## config.mk

```make
export PLATFORM = sky130hd
export DESIGN_NAME = lacs_front
export DESIGN_NICKNAME = d
export VERILOG_FILES = /design/src/lacs_pkg.sv /design/src/lacs_front.sv
export SDC_FILE = /design/constraint.sdc
export NUM_CORES = 1
export LEC_CHECK = 0
export BUFFER_PORTS_ARGS = -buffer_cell sky130_fd_sc_hd__buf_4
export CAP_MARGIN = 0
export CORE_ASPECT_RATIO = 0.8
export CORE_MARGIN = 2
export CORE_UTILIZATION = 40
export CTS_CLUSTER_DIAMETER = 30
export DETAILED_ROUTE_END_ITERATION = 8
export PLACE_DENSITY = 0.68
export SETUP_SLACK_MARGIN = 0.4
export SLEW_MARGIN = 20
export SYNTH_ARGS = -nofsm -noshare
export SYNTH_HDL_FRONTEND = slang
export SYNTH_SLANG_ARGS = --single-unit
```

## constraint.sdc

```tcl
create_clock -name clk -period 2.9 [get_ports clk]
set_input_delay 0.29 -clock clk [delete_from_list [all_inputs] [get_ports clk]]
set_output_delay 0.29 -clock clk [all_outputs]
set_load 0.02 [all_outputs]
```

## src/lacs_pkg.sv

```systemverilog
// Shared types, codes and helper functions of the life automaton change stream block.
package lacs_pkg;

    // Default board size.
    localparam int DEFAULT_COLS = 80;
    localparam int DEFAULT_ROWS = 60;

    // Depth of the command queue between the front and the back.
    localparam int QUEUE_DEPTH = 2;

    // Operation codes on the input channel.
    localparam logic [1:0] OP_SET   = 2'd0;
    localparam logic [1:0] OP_CLEAR = 2'd1;
    localparam logic [1:0] OP_STEP  = 2'd2;

    // Commands handed from the front to the back.
    typedef enum logic [1:0] {
        CMD_SET,
        CMD_CLEAR,
        CMD_ROW
    } cmd_kind_t;

    typedef struct packed {
        cmd_kind_t  kind;
        logic       bank;
        logic       value;
        logic [2:0] bit_pos;
        logic       last_row;
    } cmd_ctrl_t;

    // Back end sequencer states.
    typedef enum logic [2:0] {
        ST_CLEAR,
        ST_IDLE,
        ST_SET_RD,
        ST_SET_WR,
        ST_FETCH,
        ST_EVAL
    } back_state_t;

    // Progress through one row: two preload fetches, then the group run.
    typedef enum logic [1:0] {
        PH_LAST,
        PH_FIRST,
        PH_RUN
    } row_phase_t;

    // Number of set bits in a byte.
    function automatic logic [3:0] count8(input logic [7:0] v);
        logic [3:0] sum;
        sum = '0;
        for (int i = 0; i < 8; i++)
        begin
            sum = sum + {3'b000, v[i]};
        end
        return sum;
    endfunction

    // Birth on three neighbors, survival on two or three.
    function automatic logic life_rule(input logic alive, input logic [3:0] n);
        return (n == 4'd3) || (alive && (n == 4'd2));
    endfunction

endpackage

```

## src/lacs_front.sv

```systemverilog
// Front end: accepts input transfers, filters ignored operations and builds commands.
module lacs_front #(
    parameter int BOARD_COLS = lacs_pkg::DEFAULT_COLS,
    parameter int BOARD_ROWS = lacs_pkg::DEFAULT_ROWS
) (
    input  logic                    clk,
    input  logic                    rst_n,
    input  logic                    item_valid,
    output logic                    item_stall,
    input  logic [1:0]              operation,
    input  logic [6:0]              cell_x,
    input  logic [5:0]              cell_y,
    input  logic                    cell_value,
    input  logic                    init_done,
    input  logic                    queue_full,
    output logic                    push,
    output lacs_pkg::cmd_ctrl_t     cmd_ctrl,
    output logic [$clog2(BOARD_ROWS)-1:0] cmd_row,
    output logic [$clog2(BOARD_ROWS*((BOARD_COLS+7)/8))-1:0] cmd_addr,
    output logic [$clog2(BOARD_ROWS*((BOARD_COLS+7)/8))-1:0] cmd_up,
    output logic [$clog2(BOARD_ROWS*((BOARD_COLS+7)/8))-1:0] cmd_dn
);

    localparam int GROUPS = (BOARD_COLS + 7) / 8;
    localparam int DEPTH  = BOARD_ROWS * GROUPS;
    localparam int AW     = $clog2(DEPTH);
    localparam int RW     = $clog2(BOARD_ROWS);
    localparam logic [AW-1:0] STRIDE    = AW'(GROUPS);
    localparam logic [AW-1:0] LAST_BASE = AW'((BOARD_ROWS - 1) * GROUPS);
    localparam logic [RW-1:0] LAST_ROW  = RW'(BOARD_ROWS - 1);

    logic [RW-1:0] row_cnt_reg, row_cnt_next;
    logic [AW-1:0] row_base_reg, row_base_next;
    logic          bank_reg, bank_next;

    logic          accept;
    logic          row_zero;
    logic          row_last;
    logic          x_ok;
    logic          y_ok;
    logic [AW-1:0] set_addr;
    logic [AW-1:0] up_base;
    logic [AW-1:0] dn_base;

    assign item_stall = !init_done || queue_full;
    assign accept     = item_valid && !item_stall;
    assign row_zero   = (row_cnt_reg == '0);
    assign row_last   = (row_cnt_reg == LAST_ROW);
    assign x_ok       = 32'(cell_x) < 32'(BOARD_COLS);
    assign y_ok       = 32'(cell_y) < 32'(BOARD_ROWS);
    assign set_addr   = AW'(32'(cell_y) * 32'(GROUPS) + 32'(cell_x >> 3));
    assign up_base    = row_zero ? LAST_BASE : row_base_reg - STRIDE;
    assign dn_base    = row_last ? '0 : row_base_reg + STRIDE;

    assign cmd_row = row_cnt_reg;
    assign cmd_up  = up_base;
    assign cmd_dn  = dn_base;

    always_comb
    begin
        push              = 1'b0;
        cmd_ctrl.kind     = lacs_pkg::CMD_ROW;
        cmd_ctrl.bank     = bank_reg;
        cmd_ctrl.value    = cell_value;
        cmd_ctrl.bit_pos  = cell_x[2:0];
        cmd_ctrl.last_row = row_last;
        cmd_addr          = row_base_reg;
        row_cnt_next      = row_cnt_reg;
        row_base_next     = row_base_reg;
        bank_next         = bank_reg;
        unique case (operation)
            lacs_pkg::OP_SET:
            begin
                cmd_ctrl.kind = lacs_pkg::CMD_SET;
                cmd_addr      = set_addr;
                push          = accept && row_zero && x_ok && y_ok;
            end
            lacs_pkg::OP_CLEAR:
            begin
                cmd_ctrl.kind = lacs_pkg::CMD_CLEAR;
                push          = accept && row_zero;
            end
            lacs_pkg::OP_STEP:
            begin
                push = accept;
                if (accept)
                begin
                    row_cnt_next  = row_last ? '0 : row_cnt_reg + 1'b1;
                    row_base_next = dn_base;
                    bank_next     = row_last ? !bank_reg : bank_reg;
                end
            end
            default:
            begin
                push = 1'b0;
            end
        endcase
    end

    always_ff @(posedge clk or negedge rst_n)
    begin
        if (!rst_n)
        begin
            row_cnt_reg  <= '0;
            row_base_reg <= '0;
            bank_reg     <= 1'b0;
        end
        else
        begin
            row_cnt_reg  <= row_cnt_next;
            row_base_reg <= row_base_next;
            bank_reg     <= bank_next;
        end
    end

endmodule

```

==> Word-level counts from Yosys, hierarchy flattened <==
Cells that the tools add are included.
{ "word_totals": {"word_cells": 31, "ff_bits": 17, "in_bits": 21} }
{ "op_classes": {"mul": 1, "muxes": 6, "order_cmp": 2, "n_reduce_logical": 12, "n_addsub": 4, "eq_ne": 3} }
{ "ops": {"columns": ["op", "n"], "rows": [
  ["$mux W10", 3],
  ["$add A10 B4 Y10", 1],
  ["$add A10 B4 Y10 const B", 1],
  ["$sub A10 B4 Y10 const B", 1],
  ["$mul A6 B3 Y9 const B", 1],
  ["$lt A7 B7 Y1 const B", 1],
  ["$add A6 B1 Y6 const B", 1],
  ["$eq A6 B6 Y1 const B", 1],
  ["$logic_not A6 Y1", 1],
  ["$lt A6 B6 Y1 const B", 1],
  ["$mux W6", 1],
  ["$logic_and A1 B1 Y1", 4],
  ["$pmux W2 S2", 1],
  ["$logic_not A1 Y1", 3],
  ["$pmux W1 S3", 1],
  ["$reduce_and A3 Y1", 1],
  ["$eq A2 B1 Y1 const B", 1],
  ["$eq A2 B2 Y1 const B", 1],
  ["$logic_not A2 Y1", 1],
  ["$reduce_and A2 Y1", 1],
  ["$logic_or A1 B1 Y1", 1]
]} }

==> Logic depth before layout (Yosys ltp) <==
Gate-level depths: netlist of run 1.
{ "logic_depth": {"depth_word": 8, "ltp_mapped": 8, "mapped_depth_nobuf": 8} }

==> Worst setup path after synthesis of run 1 <==
OpenSTA, ideal clock, no wires.
{ "synth_path": {"path_kind": "in2out", "startpoint": "input port cell_y[1]", "endpoint": "output port cmd_addr[9]", "path_buffers": 0, "setup_slack_ns": 0.383, "path_stages": 8, "arrival_ns": 2.227, "cell_sequence": "ha_1 -> ha_1 -> fa_1 -> a21o_2 -> a21oi_1 -> xnor2_1 -> nand3_1 -> a31oi_1"} }
{ "synth_between": {"elab_chain_len": 3} }
{ "synth_lines": {"columns": ["element", "line_no", "source"], "rows": [
  ["start: declaration", "lacs_front.sv:12", "input logic [5:0] cell_y,"],
  ["$mul A6 B3 Y9", "lacs_front.sv:51", "assign set_addr = AW'(32'(cell_y) * 32'(GROUPS) + 32'(cell_x >> 3));"],
  ["$add A10 B4 Y10", "lacs_front.sv:51", null],
  ["$mux W10", "lacs_front.sv:71", "unique case (operation)"],
  ["end: declaration", "lacs_front.sv:19", "output logic [$clog2(BOARD_ROWS*((BOARD_COLS+7)/8))-1:0] cmd_addr,"]
]} }
No other way between the ends.

==> Final worst setup path of run 1 <==
{ "layout_path": {"startpoint": "input port cell_y[3]", "endpoint": "output port cmd_addr[9]"} }
Same word-level chain as after synthesis.

==> results of run 1 <==
==> cell families (layout without fill, tap and decap cells) <==
kind of cell | Yosys count | after routing | share of synthesized area [%]
flip-flops | 17 | 17 | 25.30
XOR/XNOR | 20 | 20 | 10.42
AND/OR/NAND/NOR | 95 | 95 | 27.98
multiplexers | 1 | 1 | 0.6696
buffers and inverters | 23 | 69 | 7.440
adder cells (fa/ha/maj) | 17 | 17 | 13.54
AO/OA/AOI/OAI | 44 | 44 | 14.66
==> per-stage QoR <==
stage                     total power [mW]  hold WS [ns]  cell area (um2)
final                                1.672        0.4369             2240
after global routing                 1.801        0.4613             2240
after CTS                            1.674        0.4431             2182
after detailed placement             1.475        0.1741             2096
after global placement               1.458        0.1696             2096
after floorplan                      1.064     -0.005591             1688
==> final timing paths <==
check                      slack (ns)  depth (start not counted)                   start                     endpoint
min                              0.44                          2                   rst_n  row_base_reg[9]$_DFFE_PN0P_
min in group clk                 0.51                          1    bank_reg$_DFFE_PN0P_         bank_reg$_DFFE_PN0P_
min reg2reg                      0.51                          1    bank_reg$_DFFE_PN0P_         bank_reg$_DFFE_PN0P_
max in group asynchronous        2.27                          2                   rst_n  row_base_reg[2]$_DFFE_PN0P_
max reg2reg                      1.09                          5  cmd_row[0]$_DFFE_PN0P_       cmd_row[3]$_DFFE_PN0P_
max                              0.46                         10               cell_y[3]                  cmd_addr[9]
==> layout by cell type, fill, tap and decap left out, types with 4 or more instances in the layout <==
| cell | netlist | final |
|---|---|---|
| and3_1 | 4 | 4 |
| dfrtp_1 | 17 | 17 |
| xnor2_1 | 12 | 11 |
| a21oi_1 | 12 | 10 |
| nor2_1 | 23 | 22 |
| nand3_1 | 11 | 11 |
| nand2_1 | 32 | 32 |
| o31ai_1 | 4 | 4 |
| o21ai_0 | 21 | 21 |
| ha_1 | 15 | 11 |
| nor2b_1 | 6 | 6 |
| buf_4 | 8 | 57 |
| xor2_1 | 8 | 7 |
| inv_1 | 5 | 5 |
==> routing by layer <==
metal	routed length, um	track usage (%)	vias to the layer above	share of wire (%)
li1	-	-	821	-
met1	2050	24.38	763	48
met2	1944	29.20	48	45
met3	282	5.058	0	6.6
met4	0	2.338	0	0
met5	0	0	-	0
==> where the power goes <==
| group | switching, mW | internal, mW | leakage [nW] |
|---|---|---|---|
| Combinational | 0.628 | 0.483 | 0.808 |
| Clock | 0.0829 | 0.0976 | 0.0228 |
| Sequential | 0.0977 | 0.283 | 0.226 |
==> what timing repair did <==
action,in CTS,in global routing
hold buffers,1,0
setup endpoints to repair,3,3
endpoints found under the hold margin,17,0
pin swaps,6,9
gates resized for setup,6,9
==> final cells by class <==
type	instances	area [um2]	share of cell area, %
clock buffers	4	45.04	2.011
repair buffers	60	460.4	20.56
multi-input cells	177	1219	54.41
flip-flops and latches	17	425.4	18.99
well taps	57	71.32	3.184
inverters	5	18.77	0.8380
==> qor.csv, run 1 <==
metric,value,unit
outcome,"finished, final reports clean",
Pwr Density,746.7,nW/um2
dpl cells,315,
most frequent CP cell,ha_4,
final hold violation count,0,
n_diodes,0,
Syn Area/Cell,7.749,um2
most common cell in the netlist,nand2_1,
final critical-path setup slack,0.4558,ns
clock skew,0.001246,ns
max FFs per register,10,
Die X,76.49,um
dpl hpwl,3222,um
die height,62.00,um
"EDFF count, synth",0,
largest net degree at the start of global routing,20,
initial antenna violation count,0,
Max VDD drop,0.3274,mV
LEAKAGE,1.057,nW
Worst Path Arrival,2.15,ns
biggest area consumer among synthesized cells,dfrtp_1,
Filler cells,407,
"Core Util, Final",54.64,%
Initial DRC Count,88,
routed wire length,4276,um
"Largest stage delay, worst path",0.37,ns
Yosys top cell area share,25.30,%
Setup crit end kind,primary output,
crit path time final,2.444,ns
vias in the first global route,1413,
CP Class,input pin to primary output,
vias per std cell,5.100,
final period utilization,84.28,%
clk slew on worst S/H paths,0.07,ns
Max Root-Sink Buffers,2,
Placement Setup Slack,0.2132,ns
worst path cell trace,buf_6 -> ha_4 -> ha_4 -> fa_2 -> a21o_4 -> a21oi_4 -> xnor2_2 -> nand3_1 -> a31oi_2 -> buf_4,
# Post-CTS Setup Buffers,0,
setup TNS,0,ns
CTS tree,built,
ANT nets after route,0,
DR WL/cell,13.36,um
register bit total from synthesis,17,
H-Tree Depth,1,
most frequent cells after synthesis,"32 x nand2_1, 23 x nor2_1, 21 x o21ai_0",
Synth Flop Type,dfrtp_1,
Max-Slew Margin vs Limit,52.73,%
Initial Utilization,41.03,%
Core Region,4099,um2
syn nets,255,
Startpoint Class,input pin,
Netlist cell types,36,
synth top area cells,"dfrtp_1 25%, ha_1 11%, nand2_1 7.1%, o21ai_0 6.3%, xnor2_1 6.2%",
fraction of registers with async set/reset,100.0,%
"Req. time, crit path",2.61,ns
Max Freq,409.1,MHz
routability cong.,0.7887,
NumNets Final,302,
DRC,0,
RSZ-0062 raised after global routing,yes,
PortBufs,58,
row count,21,
TritonCTS Buffers,3,
via count,1632,
Clock Tree Root,clkbuf_8,
Worst Hold Class,input pin to asynchronous set/reset pin,
total grt overflow,0,
global-route wire length before repair,6734,um
Worst-Margin Slew,0.7083,ns
CTS Sinks,17,
I/O pins,67,
synth-to-layout area growth,33.18,%
CP top delay family,adder cells,
slowest CP cell,fa_2,
YS warnings,0,
"non-filler cells, final",320,
CP Max Fanout,3,
# setup viols final,0,
final max-slew violation count,0,
first drt pass iteration count,4,
share of cells above drive strength 1,30.04,%
worst-skew pair later-pin latency,0.25,ns
Buf/Inv on CP,2,
maxcap violations,0,
GRT Util Overall,17.76,%
Cells after Synth,217,
die area,4742,um2
register area share after synthesis,25.30,%
Post-Syn Area,1682,um2
No activity file was read; power rests on OpenSTA's default activity.
==> inputs of run 2 (changes only) <==
==> constraint.sdc (replaced) <==
create_clock -name clk -period 2.4 [get_ports clk]
set_input_delay 0.24 -clock clk [delete_from_list [all_inputs] [get_ports clk]]
set_output_delay 0.24 -clock clk [all_outputs]
set_load 0.02 [all_outputs]
==> run 2 against run 1 <==
Against the previous run: combinational power up 32%; sequential power up 26%; first-iteration DRC count up 51%; sequential cell count unchanged; cell area up 9.8%; via count up 2.7%; largest cell class unchanged; critical path depth unchanged; clock-buffer cell count down 1; sequential share of layout area down 1.4 points.
==> qor.csv, run 2 (synthesized netlist as in run 1, its figures left out) <==
metric,value,unit,change
NetSw,1.050,mW,was 808.7 uW
synth-to-layout area growth,46.28,%,was 33.18%
DR WL/cell,14.03,um,was 13.36 um
GRT Util Overall,17.85,%,was 17.76%
Internal Power,1.122,mW,was 863.5 uW
dpl cells,317,,was 315
max FFs per register,10,,unchanged
Startpoint Class,input pin,,unchanged
"Req. time, crit path",2.16,ns,was 2.61 ns
clock skew,0.008421,ns,was 0.001246 ns
TritonCTS Buffers,3,,unchanged
Max VDD drop,0.7163,mV,was 0.3274 mV
Filler cells,386,,was 407
Worst Path Arrival,2.04,ns,was 2.15 ns
final max-slew violation count,0,,unchanged
initial antenna violation count,0,,unchanged
worst reg-to-reg path cell count,6,,was 5
share of cells above drive strength 1,42.01,%,was 30.04%
Max Freq,438.2,MHz,
die height,62.00,um,unchanged
largest net degree at the start of global routing,20,,unchanged
outcome,"finished, final reports clean",,unchanged
Pwr Density,883.2,nW/um2,was 746.7 nW/um2
"non-filler cells, final",326,,was 320
ANT nets after route,0,,unchanged
Worst-Margin Slew,0.5486,ns,was 0.7083 ns
Die X,76.49,um,unchanged
n_diodes,0,,unchanged
Core Region,4099,um2,unchanged
# setup viols final,0,,unchanged
area of the multi-input gates,1369,um2,was 1219 um2
"Power, Total",2.173,mW,was 1.672 mW
via count,1676,,was 1632
total grt overflow,0,,unchanged
register share of total power,22.0,%,was 22.7%
Setup crit end kind,primary output,,unchanged
worst-skew pair later-pin latency,0.26,ns,was 0.25 ns
Clock Tree Root,clkbuf_8,,unchanged
Initial DRC Count,133,,was 88
NumNets Final,308,,was 302
vias in the first global route,1382,,was 1413
CP Max Fanout,2,,was 3
routed wire length,4574,um,was 4276 um
most frequent cells in the layout,"60 x buf_4, 32 x nand2_1, 20 x nor2_1",,"was 57 x buf_4, 32 x nand2_1, 22 x nor2_1"
LEAKAGE,1.096,nW,was 1.057 nW
routability cong.,0.8031,,was 0.7887
Worst Hold Class,input pin to asynchronous set/reset pin,,unchanged
"commonest non-fill, non-tap cell in the layout",buf_4,,unchanged
DRC,0,,unchanged
global-route wire length before repair,6755,um,was 6734 um
row count,21,,unchanged
CP Class,input pin to primary output,,unchanged
dpl hpwl,3145,um,was 3222 um
RSZ-0062 raised after global routing,yes,,unchanged
Clock power frac,10.3,%,was 10.8%
Comb power frac,67.7,%,was 66.5%
final hold violation count,0,,unchanged
Max Root-Sink Buffers,2,,unchanged
PortBufs,58,,unchanged
vias per std cell,5.141,,was 5.100
setup TNS,0,ns,unchanged
storage element area,431.7,um2,was 425.4 um2
I/O pins,67,,unchanged
clk slew on worst S/H paths,0.07,ns,about the same
maxcap violations,0,,unchanged
CTS Sinks,17,,unchanged
first drt pass iteration count,4,,unchanged
die area,4742,um2,unchanged
H-Tree Depth,1,,unchanged
Initial Utilization,41.03,%,unchanged
crit path time final,2.282,ns,
Max-Slew Margin vs Limit,63.43,%,was 52.73%
switching part of the total,48.35,%,was 48.36%
CTS tree,built,,unchanged
final period utilization,95.09,%,
## run 2: changes by cell type in the layout (fill, tap and decap cells not counted), moves of 3 or more
cell | before | now
buf_4 | 57 | 60
ha_4 | 3 | 6
dfrtp_1 | 17 | 12
dfrtp_2 | 0 | 5
ha_2 | 1 | 4
ha_1 | 11 | 5
a21oi_2 | 1 | 5
nand3_2 | 0 | 4
nand3_1 | 11 | 7
a21oi_1 | 10 | 5
## run 2: layer usage
layer | wire length, um | track usage, % | share of wire, %
met1 | 2149 | 25.13 | 47
met2 | 2147 | 28.57 | 47
met3 | 253 | 4.769 | 5.5
met4 | 23 | 2.597 | 0.50
met5 | 0 | 0 | 0
## run 2: final timing paths
| check | slack, ns | end | startpoint |
|---|---|---|---|
| min in group clk | 0.47 | bank_reg$_DFFE_PN0P_ | bank_reg$_DFFE_PN0P_ |
| max in group asynchronous | 1.81 | row_base_reg[4]$_DFFE_PN0P_ | rst_n |
| setup / recovery | 0.12 | cmd_addr[8] | cell_y[1] |
| setup reg to reg | 0.86 | cmd_row[3]$_DFFE_PN0P_ | cmd_row[0]$_DFFE_PN0P_ |
| hold / removal | 0.38 | cmd_row[2]$_DFFE_PN0P_ | rst_n |
| hold reg to reg | 0.47 | bank_reg$_DFFE_PN0P_ | bank_reg$_DFFE_PN0P_ |
## run 2: area by class of cell
cell class | count | area share (%)
Inverter | 5 | 0.7630
Multi-Input combinational cell | 177 | 55.65
Clock inverter | 1 | 0.3052
Tap cell | 57 | 2.899
Clock buffer | 3 | 1.679
Sequential cell | 17 | 17.55
Timing Repair Buffer | 66 | 21.16
## run 2: repair_timing
item	in CTS	in global routing
pin swaps	6	5
hold buffers	1	0
endpoints found under the setup margin	8	21
setup buffers	1	3
endpoints found under the hold margin	17	0
gates resized for setup	15	28
## run 2: critical path, stage by stage
cell and delay (ns):
buf_8 0.10, ha_4 0.23, ha_4 0.16, fa_2 0.38
a21o_4 0.23, a21oi_4 0.13, xnor2_2 0.16, xnor2_1 0.12
a21oi_2 0.16, buf_6 0.14
## run 2: power by group through the flow
stage / clock network [mW] / logic, mW / registers (mW)
after floorplan: 0 / 0.883 / 0.417
after global placement: 0 / 1.32 / 0.460
after detailed placement: 0 / 1.33 / 0.463
after CTS: 0.228 / 1.37 / 0.461
after global routing: 0.247 / 1.58 / 0.492
final: 0.224 / 1.47 / 0.478
## run 2: per-stage QoR
step	utilization, %	hold WS [ns]	worst slack (ns)	instance area, um2
finish	60.01	0.3773	0.1178	2460
global route	60.01	0.3951	0.07655	2460
CTS	56.07	0.3801	0.1411	2298
detailed placement	52.72	0.1195	0.03617	2161
global placement	52.72	0.1189	0.04982	2161
floorplan	-	-0.05559	0.3025	1738
