[src/lacs_pkg.sv]
// Shared types, codes and helper functions of the life automaton change stream block.
package lacs_pkg;

    // Default board size.
    localparam int DEFAULT_COLS = 80;
    localparam int DEFAULT_ROWS = 60;

    // Depth of the command queue between the front and the back.
    localparam int QUEUE_DEPTH = 2;

    // Operation codes on the input channel.
    localparam logic [1:0] OP_SET   = 2'd0;
    localparam logic [1:0] OP_CLEAR = 2'd1;
    localparam logic [1:0] OP_STEP  = 2'd2;

    // Commands handed from the front to the back.
    typedef enum logic [1:0] {
        CMD_SET,
        CMD_CLEAR,
        CMD_ROW
    } cmd_kind_t;

    typedef struct packed {
        cmd_kind_t  kind;
        logic       bank;
        logic       value;
        logic [2:0] bit_pos;
        logic       last_row;
    } cmd_ctrl_t;

    // Back end sequencer states.
    typedef enum logic [2:0] {
        ST_CLEAR,
        ST_IDLE,
        ST_SET_RD,
        ST_SET_WR,
        ST_FETCH,
        ST_EVAL
    } back_state_t;

    // Progress through one row: two preload fetches, then the group run.
    typedef enum logic [1:0] {
        PH_LAST,
        PH_FIRST,
        PH_RUN
    } row_phase_t;

    // Number of set bits in a byte.
    function automatic logic [3:0] count8(input logic [7:0] v);
        logic [3:0] sum;
        sum = '0;
        for (int i = 0; i < 8; i++)
        begin
            sum = sum + {3'b000, v[i]};
        end
        return sum;
    endfunction

    // Birth on three neighbors, survival on two or three.
    function automatic logic life_rule(input logic alive, input logic [3:0] n);
        return (n == 4'd3) || (alive && (n == 4'd2));
    endfunction

endpackage

[src/lacs_queue.sv]
// Small command queue that decouples the front end from the back end.
module lacs_queue #(
    parameter int DATA_W = 8
) (
    input  logic              clk,
    input  logic              rst_n,
    input  logic              push,
    input  logic [DATA_W-1:0] wdata,
    output logic              full,
    input  logic              pop,
    output logic              not_empty,
    output logic [DATA_W-1:0] rdata
);

    localparam int DEPTH = lacs_pkg::QUEUE_DEPTH;
    localparam int PW    = (DEPTH > 1) ? $clog2(DEPTH) : 1;
    localparam int CW    = $clog2(DEPTH + 1);
    localparam logic [PW-1:0] LAST_PTR = PW'(DEPTH - 1);
    localparam logic [CW-1:0] FULL_CNT = CW'(DEPTH);

    logic [DATA_W-1:0] slot_reg [DEPTH];
    logic [PW-1:0]     wr_ptr_reg, wr_ptr_next;
    logic [PW-1:0]     rd_ptr_reg, rd_ptr_next;
    logic [CW-1:0]     count_reg, count_next;
    logic              do_push;
    logic              do_pop;

    assign full      = (count_reg == FULL_CNT);
    assign not_empty = (count_reg != '0);
    assign rdata     = slot_reg[rd_ptr_reg];
    assign do_push   = push && !full;
    assign do_pop    = pop && not_empty;

    always_comb
    begin
        wr_ptr_next = wr_ptr_reg;
        rd_ptr_next = rd_ptr_reg;
        count_next  = count_reg;
        if (do_push)
        begin
            wr_ptr_next = (wr_ptr_reg == LAST_PTR) ? '0 : wr_ptr_reg + 1'b1;
        end
        if (do_pop)
        begin
            rd_ptr_next = (rd_ptr_reg == LAST_PTR) ? '0 : rd_ptr_reg + 1'b1;
        end
        if (do_push && !do_pop)
        begin
            count_next = count_reg + 1'b1;
        end
        else if (do_pop && !do_push)
        begin
            count_next = count_reg - 1'b1;
        end
    end

    always_ff @(posedge clk or negedge rst_n)
    begin
        if (!rst_n)
        begin
            wr_ptr_reg <= '0;
            rd_ptr_reg <= '0;
            count_reg  <= '0;
        end
        else
        begin
            wr_ptr_reg <= wr_ptr_next;
            rd_ptr_reg <= rd_ptr_next;
            count_reg  <= count_next;
        end
    end

    always_ff @(posedge clk)
    begin
        if (do_push)
        begin
            slot_reg[wr_ptr_reg] <= wdata;
        end
    end

endmodule

[config.mk]
export PLATFORM = sky130hd
export DESIGN_NAME = lacs_queue
export DESIGN_NICKNAME = d
export VERILOG_FILES = /design/src/lacs_pkg.sv /design/src/lacs_queue.sv
export SDC_FILE = /design/constraint.sdc
export NUM_CORES = 1
export LEC_CHECK = 0
export ABC_AREA = 1
export BUFFER_PORTS_ARGS = -buffer_cell sky130_fd_sc_hd__buf_2
export CORE_AREA = 2 2 43 45
export CTS_CLUSTER_DIAMETER = 80
export CTS_CLUSTER_SIZE = 30
export DETAILED_ROUTE_END_ITERATION = 10
export DIE_AREA = 0 0 45 47
export PLACE_DENSITY = 0.78
export SYNTH_ARGS = -nofsm -noshare
export SYNTH_HDL_FRONTEND = slang
export SYNTH_SLANG_ARGS = --single-unit
[constraint.sdc]
create_clock -name clk -period 3.7 [get_ports clk]
set_input_delay 0 -clock clk [delete_from_list [all_inputs] [get_ports clk]]
set_output_delay 0 -clock clk [all_outputs]
set_load 0.02 [all_outputs]
Yosys cells after proc, flatten, opt, wreduce, memory -nomap -nowiden --
Memory sizes are Yosys's and may differ from the RTL's. Cells that the tools add are included.
Operators by class: reductions and logical operators 9, equality and inequality tests 1, multiplexer cells 6, add/subtract/negate cells 4
Operators by type and width (number):
- logical AND 1 bit | 4
- two-way mux 1 bit | 4
- two-way mux 2 bit | 2
- nonzero test 2 bit | 2
- logical NOT 1 bit | 3
- adder 1 bit (second input constant) | 2
- adder 2 x 1 -> 2 bit (second input constant) | 1
- == test 2 bit (second input constant) | 1
- subtractor 2 x 1 -> 2 bit (second input constant) | 1
Storage, ports and cells: input port bits 12, RAM bits 16, flip-flop bits (word level) 4, memories kept 1, logic and storage cells 24, output and inout bits 10
Memory list:
- slot_reg | words 2, bits a word 8, read ports 1, clocked after memory_dff 0, wr ports 1, RTL line lacs_queue.sv:21 | logic [DATA_W-1:0] slot_reg [DEPTH];

Longest topological paths before layout --
Gate-level depths: netlist of the first run.
depth after elaboration 7, gate-level depth with buffers 9, gate-level depth less buffers 9

Worst setup path after synthesis of the first run --
No wires, ideal clock.
path kind reg-to-reg, start register count_reg[0], end register count_reg[1], cell stages (with the launch flop) 8, buffers on the path 0, arrival 1295 ps, setup time 117 ps, data required time 3583 ps, path slack 2288 ps, cells stage by stage dfrtp_1 -> nor2_2 -> nor2_4 -> ha_1 -> inv_1 -> nand3_1 -> nand2_1 -> nand2_1
Between the ends: cells in the longest elaborated chain, start to end 6, elaborated cells between the ends (all ways) 14
RTL lines:
- from (decl) | RTL line lacs_queue.sv:24 | logic [CW-1:0] count_reg, count_next;
- from (signal assigned) | RTL line lacs_queue.sv:69 | count_reg <= count_next;
- == test 2 bit (*) | RTL line lacs_queue.sv:28 | assign full = (count_reg == FULL_CNT);
- named net full | RTL line lacs_queue.sv:9 | output logic full,
- logical NOT 1 bit (*) | RTL line lacs_queue.sv:31 | assign do_push = push && !full;
- logical AND 1 bit (*) | RTL line lacs_queue.sv:31
- logical NOT 1 bit | RTL line lacs_queue.sv:51 | else if (do_pop && !do_push)
- logical AND 1 bit | RTL line lacs_queue.sv:51
- nonzero test 2 bit (no source line)
Mark *: on every way through the listed nets, which the timed path passes. The rest lies on a longest branch. The select of a mux whose other input is x is not followed. A chain may end at the register's enable or synchronous reset.

Worst setup path in the final report of the first run --
start register count_reg[1], end memory slot_reg[1][2], enable pin
Between the ends: cells in the longest elaborated chain, start to end 5
RTL lines:
- == test 2 bit | RTL line lacs_queue.sv:28
- logical NOT 1 bit | RTL line lacs_queue.sv:31
- logical AND 1 bit | RTL line lacs_queue.sv:31
- two-way mux 1 bit | RTL line lacs_queue.sv:75 | if (do_push)
- two-way mux 1 bit (not written as such) | RTL line lacs_queue.sv:77 | slot_reg[wr_ptr_reg] <= wdata;
- to (decl) | RTL line lacs_queue.sv:21
Every way passes these cells.

==> run metrics, run 1 <==
Post-Syn Nets=86; unrepaired setup endpoints after global routing=no; worst-path maximum fanout=8; FF+latch count, synth=20; number of global-route vias before repair=544; dpl ws=2.17 ns; crit path kind=reg -> reg; Reg power frac=0.447; GRT overflow=0; WL final=1.49 mm; TritonCTS clock tree=built; 1st-iter DRT viols=11; # DRC=0; DR vias/cell=4.72; P_int=0.000462 W; FP Rows=15; Synth Area in XOR/XNOR=0.0105; initial antenna violation count=0; largest net degree at the start of global routing=12; fillers=131; Num CTS Buffers=3; Compound-Gate Fraction of Synth Area=0.00601; Max-Cap Viols=0; H-tree levels=1; FMAX=648 MHz; DR WL/cell=12.0 um; Slew @ Worst Pin=0.673 ns; Synth Area in Simple Gates=0.212; post-synthesis mux area share=0; max reg flops=16; CP Data Required Time=3.65 ns; number of I/O pins=22; Clock Sinks=20; Post-Synthesis Cells=73; register area share after synthesis=0.697; largest family of logic cells by synthesized area=simple AND/OR/NAND/NOR gates; post-layout min period=1.54 ns; P&R area growth vs syn=27.9%; share of post-route cells with drive strength above 1=0.290; via count=585; Multi-input gate area=203 um^2; Area contributors post-synth=edfxtp_1 58%, nand2_1 14%, dfrtp_1 12%, inv_1 2.7%, buf_12 2.4%; synth unique cells=15; Syn Std Cell Area=833 um^2; clock root cell=clkbuf_4; die width=45 um; final core utilization=0.645; worst hold-check path type=in -> async; status=complete, no violations; clk slew on worst S/H paths=0.10 ns; Total Routing Usage GR=0.171; fin cells=124; die height=47 um; PortBufs=21; Final setup viols=0; core area=0.00165 mm^2; gp weighted congestion=0.752; Arr. time, crit path=1.49 ns; static leakage=0.504 nW; 1st-pass router iterations=4; Initial Util=0.505; Final Hold Vio Count=0; Yosys top cell by area=edfxtp_1; switching part of the total power=0.413; Longest Clk Path Bufs=2; DPL Wire Length=1.02 mm; diode count=0; pwr dens=738 mW/mm^2; CP Capture Type=flip-flop; FF+latch area=581 um^2; Syn Area/Cell=11.4 um^2; Final period util=0.417; post-CTS setup buffers=0; Die ar.=0.00212 mm^2; Routed Antenna Nets=0; yosys warns=0; Synth Area in Adders=0.0150; placed cell count=110; Max Slew Vio Count=0; clock share of power=0.135; Comb pwr share=0.418; Synth top area share=0.577; clock insertion delay at the later pin of the skew report=0.31 ns; final worst slack=2.16 ns; first-pass GRT wire length=2.46 mm; startpoint type of the worst setup path=flip-flop; NetSw=0.000325 W; # nets final=121; Slew Limit Headroom=0.549; Max VDD drop=0.409 mV; Fin Clk Skew=0.00487 ns; TNS Setup=0 ns
stage by stage:
step                      power [W]  hold WS [ns]  area (um^2)
after global placement     0.000670        -0.190          940
final                      0.000787        0.0184         1070
after floorplan            0.000602        -0.296          833
after CTS                  0.000795        0.0209         1070
after detailed placement   0.000684        -0.187          940
after global routing       0.000843        0.0317         1070
area by class of cell:
type	count	area share
clock buffers	3	0.0211
repair buffers	31	0.192
well taps	17	0.0200
inverters	8	0.0282
multi-input cells	44	0.190
clock inverters	1	0.00352
flip-flops and latches	20	0.545
synthesized netlist by cell type:
| library cell | n |
|---|---|
| dfrtp_1 | 4 |
| nor2_1 | 1 |
| nand2_2 | 3 |
| nand3_1 | 2 |
| inv_1 | 6 |
| inv_2 | 2 |
| xnor2_1 | 1 |
| nand4_1 | 1 |
| o21ai_0 | 1 |
| nor2_4 | 1 |
| ha_1 | 1 |
| buf_12 | 1 |
| nand2_1 | 32 |
| edfxtp_1 | 16 |
| nor2_2 | 1 |
timing repair:
item	CTS	global route
hold buffers	10	0
resized for setup	0	0
hold endpoints to repair	21	0
critical path, cell delays in order (launching register included):
cell and delay (ns):
dfrtp_1 0.39, inv_1 0.13, o21ai_0 0.13, nor2_1 0.54
path summary, 6_finish.rpt:
path	start	depth (start not counted)	slack, ns	to
max	count_reg[1]	3	2.16	slot_reg[1][2]
min	rst_n	2	0.02	count_reg[0]
max reg2reg	count_reg[1]	3	2.16	slot_reg[1][2]
min reg2reg	count_reg[1]	2	0.49	count_reg[1]
max in group asynchronous	rst_n	2	3.56	count_reg[1]
min in group clk	push	4	0.05	wr_ptr_reg
power by group through the flow:
| stage | sequential [W] | combinational [W] | clock (W) |
|---|---|---|---|
| finish | 0.000352 | 0.000329 | 0.000106 |
| floorplan | 0.000340 | 0.000262 | 0 |
| CTS | 0.000353 | 0.000335 | 0.000106 |
| detailed placement | 0.000358 | 0.000325 | 0 |
| global route | 0.000360 | 0.000369 | 0.000115 |
| global placement | 0.000355 | 0.000315 | 0 |
cell families (layout without fill, tap and decap cells):
kind of cell    after synthesis  after routing
compound gates                1              1
xor+xnor                      1              1
fa+ha+maj                     1              1
buf+inv                       9             43
flops                        20             20
simple gates                 41             41
cell usage in the layout (no fill, tap or decap):
| master | count |
|---|---|
| nand2_1 | 32 |
| buf_2 | 21 |
| edfxtp_1 | 16 |
| dlygate4sd3_1 | 10 |
| inv_1 | 6 |
| dfrtp_1 | 4 |
| nand2_2 | 3 |
| clkbuf_4 | 3 |
| inv_2 | 2 |
| nand3_1 | 2 |
| nor2_2 | 1 |
| nor2_4 | 1 |
| o21ai_0 | 1 |
| nor2_1 | 1 |
| nand4_1 | 1 |
| xnor2_1 | 1 |
| ha_1 | 1 |
| clkinv_1 | 1 |
routing by layer:
layer | global-route usage | share of wire
met5 | 0 | 0
met1 | 0.225 | 0.41
met4 | 0.0882 | 0.023
met3 | 0.0346 | 0.045
met2 | 0.271 | 0.52
Note: power is estimated with default switching activity, not from simulation.
==> run 2: changes to the inputs <==
--- a/config.mk
+++ b/config.mk
@@ -7,12 +7,12 @@
 export LEC_CHECK = 0
 export ABC_AREA = 1
 export BUFFER_PORTS_ARGS = -buffer_cell sky130_fd_sc_hd__buf_2
-export CORE_AREA = 2 2 43 45
+export CORE_AREA = 2 2 47 49
 export CTS_CLUSTER_DIAMETER = 80
 export CTS_CLUSTER_SIZE = 30
 export DETAILED_ROUTE_END_ITERATION = 10
-export DIE_AREA = 0 0 45 47
-export PLACE_DENSITY = 0.78
+export DIE_AREA = 0 0 49 51
+export PLACE_DENSITY = 0.7
 export SYNTH_ARGS = -nofsm -noshare
 export SYNTH_HDL_FRONTEND = slang
 export SYNTH_SLANG_ARGS = --single-unit
==> constraint.sdc (replaced) <==
create_clock -name clk -period 1.3 [get_ports clk]
set_input_delay 0 -clock clk [delete_from_list [all_inputs] [get_ports clk]]
set_output_delay 0 -clock clk [all_outputs]
set_load 0.02 [all_outputs]
==> run metrics, run 2 (synthesized netlist as in run 1, its figures left out) <==
placed cell count=126; FF+latch area=583 um^2; Initial Util=0.404; CP startpoint=count_reg[1]; GRT overflow=0; crit path kind=reg -> reg; Slew Limit Headroom=0.793; clk slew on worst S/H paths=0.09 ns; most frequent cells in the layout=32 x nand2_1, 21 x buf_2, 16 x edfxtp_1; path depth of the worst reg2reg path=8; startpoint type of the worst setup path=flip-flop; initial antenna violation count=0; slowest cell on the critical path=dfrtp_1; Max Slew Vio Count=0; status=complete, no violations; DR vias/cell=4.37; Area after DPL=998 um^2; share of post-route cells with drive strength above 1=0.386; diode count=0; largest net degree at the start of global routing=12; number of global-route vias before repair=625; worst hold-check path type=in -> async; max reg flops=16; Arr. time, crit path=1.44 ns; pwr dens=2110 mW/mm^2; Routed Antenna Nets=0; fin cells=142; Finished Cell Area=0.00116 mm^2; post-layout min period=1.26 ns; Slew @ Worst Pin=0.307 ns; max incr delay on CP=0.40 ns; via count=620; H-tree levels=1; # nets final=128; RR Endpoint=count_reg[1]; r2r setup slk=0.04 ns; Num CTS Buffers=3; clock root cell=clkbuf_4; Final Hold Vio Count=0; TritonCTS clock tree=built; Final period util=0.966; Reg-to-Reg Start=count_reg[1]; gp weighted congestion=0.755; Die ar.=0.00250 mm^2; 1st-pass router iterations=5; DR WL/cell=10.5 um; Multi-input gate area=223 um^2; # DRC=0; die width=49 um; number of I/O pins=22; worst-path maximum fanout=4; cells along the critical path=inv_2 -> nor2_4 -> nor2_4 -> ha_4 -> inv_2 -> nand3_1 -> nand2_1 -> nand2_1; final core utilization=0.561; Total Routing Usage GR=0.145; DPL Wire Length=1.04 mm; P&R area growth vs syn=38.9%; first-pass GRT wire length=2.64 mm; Max-Cap Viols=0; CP Capture Type=flip-flop; unrepaired setup endpoints after global routing=yes; CP Data Required Time=1.49 ns; Final setup viols=0; die height=51 um; commonest non-fill, non-tap cell in the layout=nand2_1; Clock Sinks=20; WL final=1.49 mm; Max VDD drop=1.16 mV; core area=0.00206 mm^2; fillers=192; FMAX=796 MHz; FP Rows=17; CP Capture Point=count_reg[1]; static leakage=0.536 nW; Fin Clk Skew=0.0108 ns; clock insertion delay at the later pin of the skew report=0.30 ns; Longest Clk Path Bufs=2; PortBufs=21; 1st-iter DRT viols=13
[run 2: changes by cell type in the layout (fill, tap and decap cells not counted), sizes merged]
cell,before,now
buf,21,28
clkinv,1,0
clkbuf,3,4
[run 2: critical path, delay by kind of cell (launching register included)]
kind / cells / cell delay (ns)
DFF: 1 / 0.40
and+or+nand+nor: 5 / 0.37
adders and majority gates: 1 / 0.22
buffers and inverters: 2 / 0.16
[run 2: layer usage]
metal | vias up | share of wire | routed length (um) | global-route usage
met4 | 0 | 0.010 | 15 | 0.0857
li1 | 319 | - | - | -
met2 | 11 | 0.55 | 824 | 0.253
met1 | 288 | 0.41 | 619 | 0.160
met5 | - | 0 | 0 | 0
met3 | 2 | 0.022 | 33 | 0.0380
[run 2: cell type report]
class	count	area share
clock buffers	4	0.0227
inverters	8	0.0281
multi-input cells	44	0.192
flip-flops and latches	20	0.504
well taps	28	0.0303
repair buffers	38	0.223
[run 2: power by group]
group	switching (W)	internal, W
registers	0.000122	0.000896
logic	0.000673	0.000453
clock network	0.000173	0.000119
[run 2: timing repair]
action,in CTS,in global routing
hold endpoints to repair,21,0
setup endpoints to repair,9,12
buffers inserted,1,1
pin swaps,1,1
resized for setup,3,3
hold buffers,10,0
[run 2: through the flow]
stage | power, W | setup slack (ns) | setup TNS, ns | hold slack [ns]
global route | 0.00263 | -0.0483 | -0.295 | 0.0294
finish | 0.00244 | 0.0445 | 0 | 0.0272
floorplan | 0.00174 | -0.0522 | -0.0522 | -0.296
detailed placement | 0.00205 | -0.0391 | -0.0391 | -0.189
global placement | 0.00201 | 0.0160 | 0 | -0.186
CTS | 0.00240 | 0.00582 | 0 | 0.0311
[run 2: how the worst min path moves through the flow]
| stage | startpoint | endpoint | cells past startpoint |
|---|---|---|---|
| 6_report | rst_n | count_reg[0] | 2 |
| 5_1_grt | rst_n | wr_ptr_reg | 2 |
| 4_1_cts | rst_n | count_reg[0] | 2 |
| 3_5_place_dp | rst_n | count_reg[0] | 1 |
| 3_3_place_gp | rst_n | count_reg[0] | 1 |
| 2_1_floorplan | rst_n | count_reg[0] | 0 |
==> run 3: changes to the inputs <==
--- a/config.mk
+++ b/config.mk
@@ -7,11 +7,11 @@
 export LEC_CHECK = 0
 export ABC_AREA = 1
 export BUFFER_PORTS_ARGS = -buffer_cell sky130_fd_sc_hd__buf_2
-export CORE_AREA = 2 2 47 49
+export CORE_AREA = 2 2 52 44
 export CTS_CLUSTER_DIAMETER = 80
 export CTS_CLUSTER_SIZE = 30
 export DETAILED_ROUTE_END_ITERATION = 10
-export DIE_AREA = 0 0 49 51
+export DIE_AREA = 0 0 54 46
 export PLACE_DENSITY = 0.7
 export SYNTH_ARGS = -nofsm -noshare
 export SYNTH_HDL_FRONTEND = slang
==> run metrics, run 3 (synthesized netlist as in run 1, its figures left out) <==
DR top layer=met4; clock root cell=clkbuf_4; first-pass GRT wire length=2.25 mm; met2 routed wirelength=790 um; worst-path maximum fanout=4; startpoint type of the worst setup path=flip-flop; Die ar.=0.00248 mm^2; Slew Limit Headroom=0.803; status=complete, no violations; max reg flops=16; GRT overflow=0; die width=54 um; number of I/O pins=22; Finished Cell Area=0.00118 mm^2; Total Routing Usage GR=0.132; initial antenna violation count=0; H-tree levels=1; CP Data Required Time=1.50 ns; switching part of the total power=0.375; Slew @ Worst Pin=0.292 ns; Comb pwr share=0.428; Final Hold Vio Count=0; Final setup viols=0; FMAX=782 MHz; met3 WL=58 um; clk slew on worst S/H paths=0.11 ns; post-layout min period=1.28 ns; dpl ws=-0.0732 ns; M1 wire length=621 um; Longest Clk Path Bufs=2; Initial Util=0.411; 1st-pass router iterations=4; worst hold slack=0.0279 ns; # DRC=0; fillers=153; 1st-iter DRT viols=18; Final period util=0.983; Max VDD drop=1.28 mV; # nets final=127; number of global-route vias before repair=544; share of post-route cells with drive strength above 1=0.425; CP Capture Type=flip-flop; Fin Clk Skew=0.00296 ns; Max Slew Vio Count=0; worst hold-check path type=in -> async; Routed Antenna Nets=0; TNS Setup=0 ns; via count=621; NetSw=0.000999 W; crit path kind=reg -> reg; diode count=0; Num CTS Buffers=3; static leakage=0.537 nW; placed cell count=122; final worst slack=0.0217 ns; clock insertion delay at the later pin of the skew report=0.30 ns; Area after DPL=987 um^2; PortBufs=21; commonest non-fill, non-tap cell in the layout=nand2_1; Clock Sinks=20; unrepaired setup endpoints after global routing=yes; clock share of power=0.187; P_int=0.00166 W; gp weighted congestion=0.742; FP Rows=15; pwr dens=2250 mW/mm^2; Reg power frac=0.385; die height=46 um; DR vias/cell=4.50; TritonCTS clock tree=built; WL final=1.50 mm; fin cells=138; DPL Wire Length=1.02 mm; P&R area growth vs syn=42.0%; largest net degree at the start of global routing=13; DR WL/cell=10.8 um; most frequent cells in the layout=31 x nand2_1, 21 x buf_2, 16 x edfxtp_1; Max-Cap Viols=0; core area=0.00203 mm^2; Arr. time, crit path=1.48 ns
-- run 3: routing by layer --
layer,vias to the layer above,global-route usage
li1,318,-
met1,283,0.162
met2,16,0.220
met3,4,0.0296
met4,0,0.0700
met5,-,0
-- run 3: cell type report --
| cell class | instances | area (um^2) | share of cell area |
|---|---|---|---|
| multi-input cells | 44 | 230 | 0.195 |
| flip-flops and latches | 20 | 583 | 0.493 |
| inverters | 8 | 36.3 | 0.0307 |
| clock inverters | 1 | 30.0 | 0.0254 |
| repair buffers | 37 | 250 | 0.211 |
| clock buffers | 3 | 22.5 | 0.0190 |
| well taps | 25 | 31.3 | 0.0264 |
-- run 3: path summary, 6_finish.rpt --
check	start	end	slack, ns	cells after the start
worst max-delay path	count_reg[1]	count_reg[1]	0.02	8
worst min-delay path	rst_n	count_reg[1]	0.03	2
worst max register to register	count_reg[1]	count_reg[1]	0.02	8
worst min register to register	wr_ptr_reg	wr_ptr_reg	0.50	2
max in group asynchronous	rst_n	rd_ptr_reg	1.14	2
min in group clk	push	wr_ptr_reg	0.07	4
-- run 3: what timing repair did --
| action | in CTS | in global routing |
|---|---|---|
| endpoints found under the hold margin | 21 | 0 |
| hold buffers | 10 | 0 |
| buffers inserted | 1 | 1 |
| gates resized for setup | 4 | 6 |
| gates cloned | 0 | 0 |
| pin swaps | 1 | 6 |
| setup endpoints to repair | 10 | 12 |
-- run 3: power groups by stage --
stage / sequential (W) / combinational, W / clock (W)
detailed placement: 0.00102 / 0.000994 / 0
global placement: 0.00102 / 0.000976 / 0
floorplan: 0.000973 / 0.000763 / 0
global route: 0.00105 / 0.00126 / 0.000525
CTS: 0.00101 / 0.00107 / 0.000509
finish: 0.00102 / 0.00114 / 0.000497
-- run 3: per-stage QoR --
step	power [W]	util
floorplan	0.00174	-
finish	0.00266	0.584
CTS	0.00259	0.573
global route	0.00283	0.584
global placement	0.00199	0.487
detailed placement	0.00202	0.487
-- run 3: critical path: stages, from the launching register on --
cell     delay (ns)
dfrtp_1        0.41
inv_2          0.11
nor2_4         0.05
nor2_4         0.14
ha_4           0.22
inv_2          0.06
nand3_2        0.06
nand2_1        0.08
nand2_1        0.05
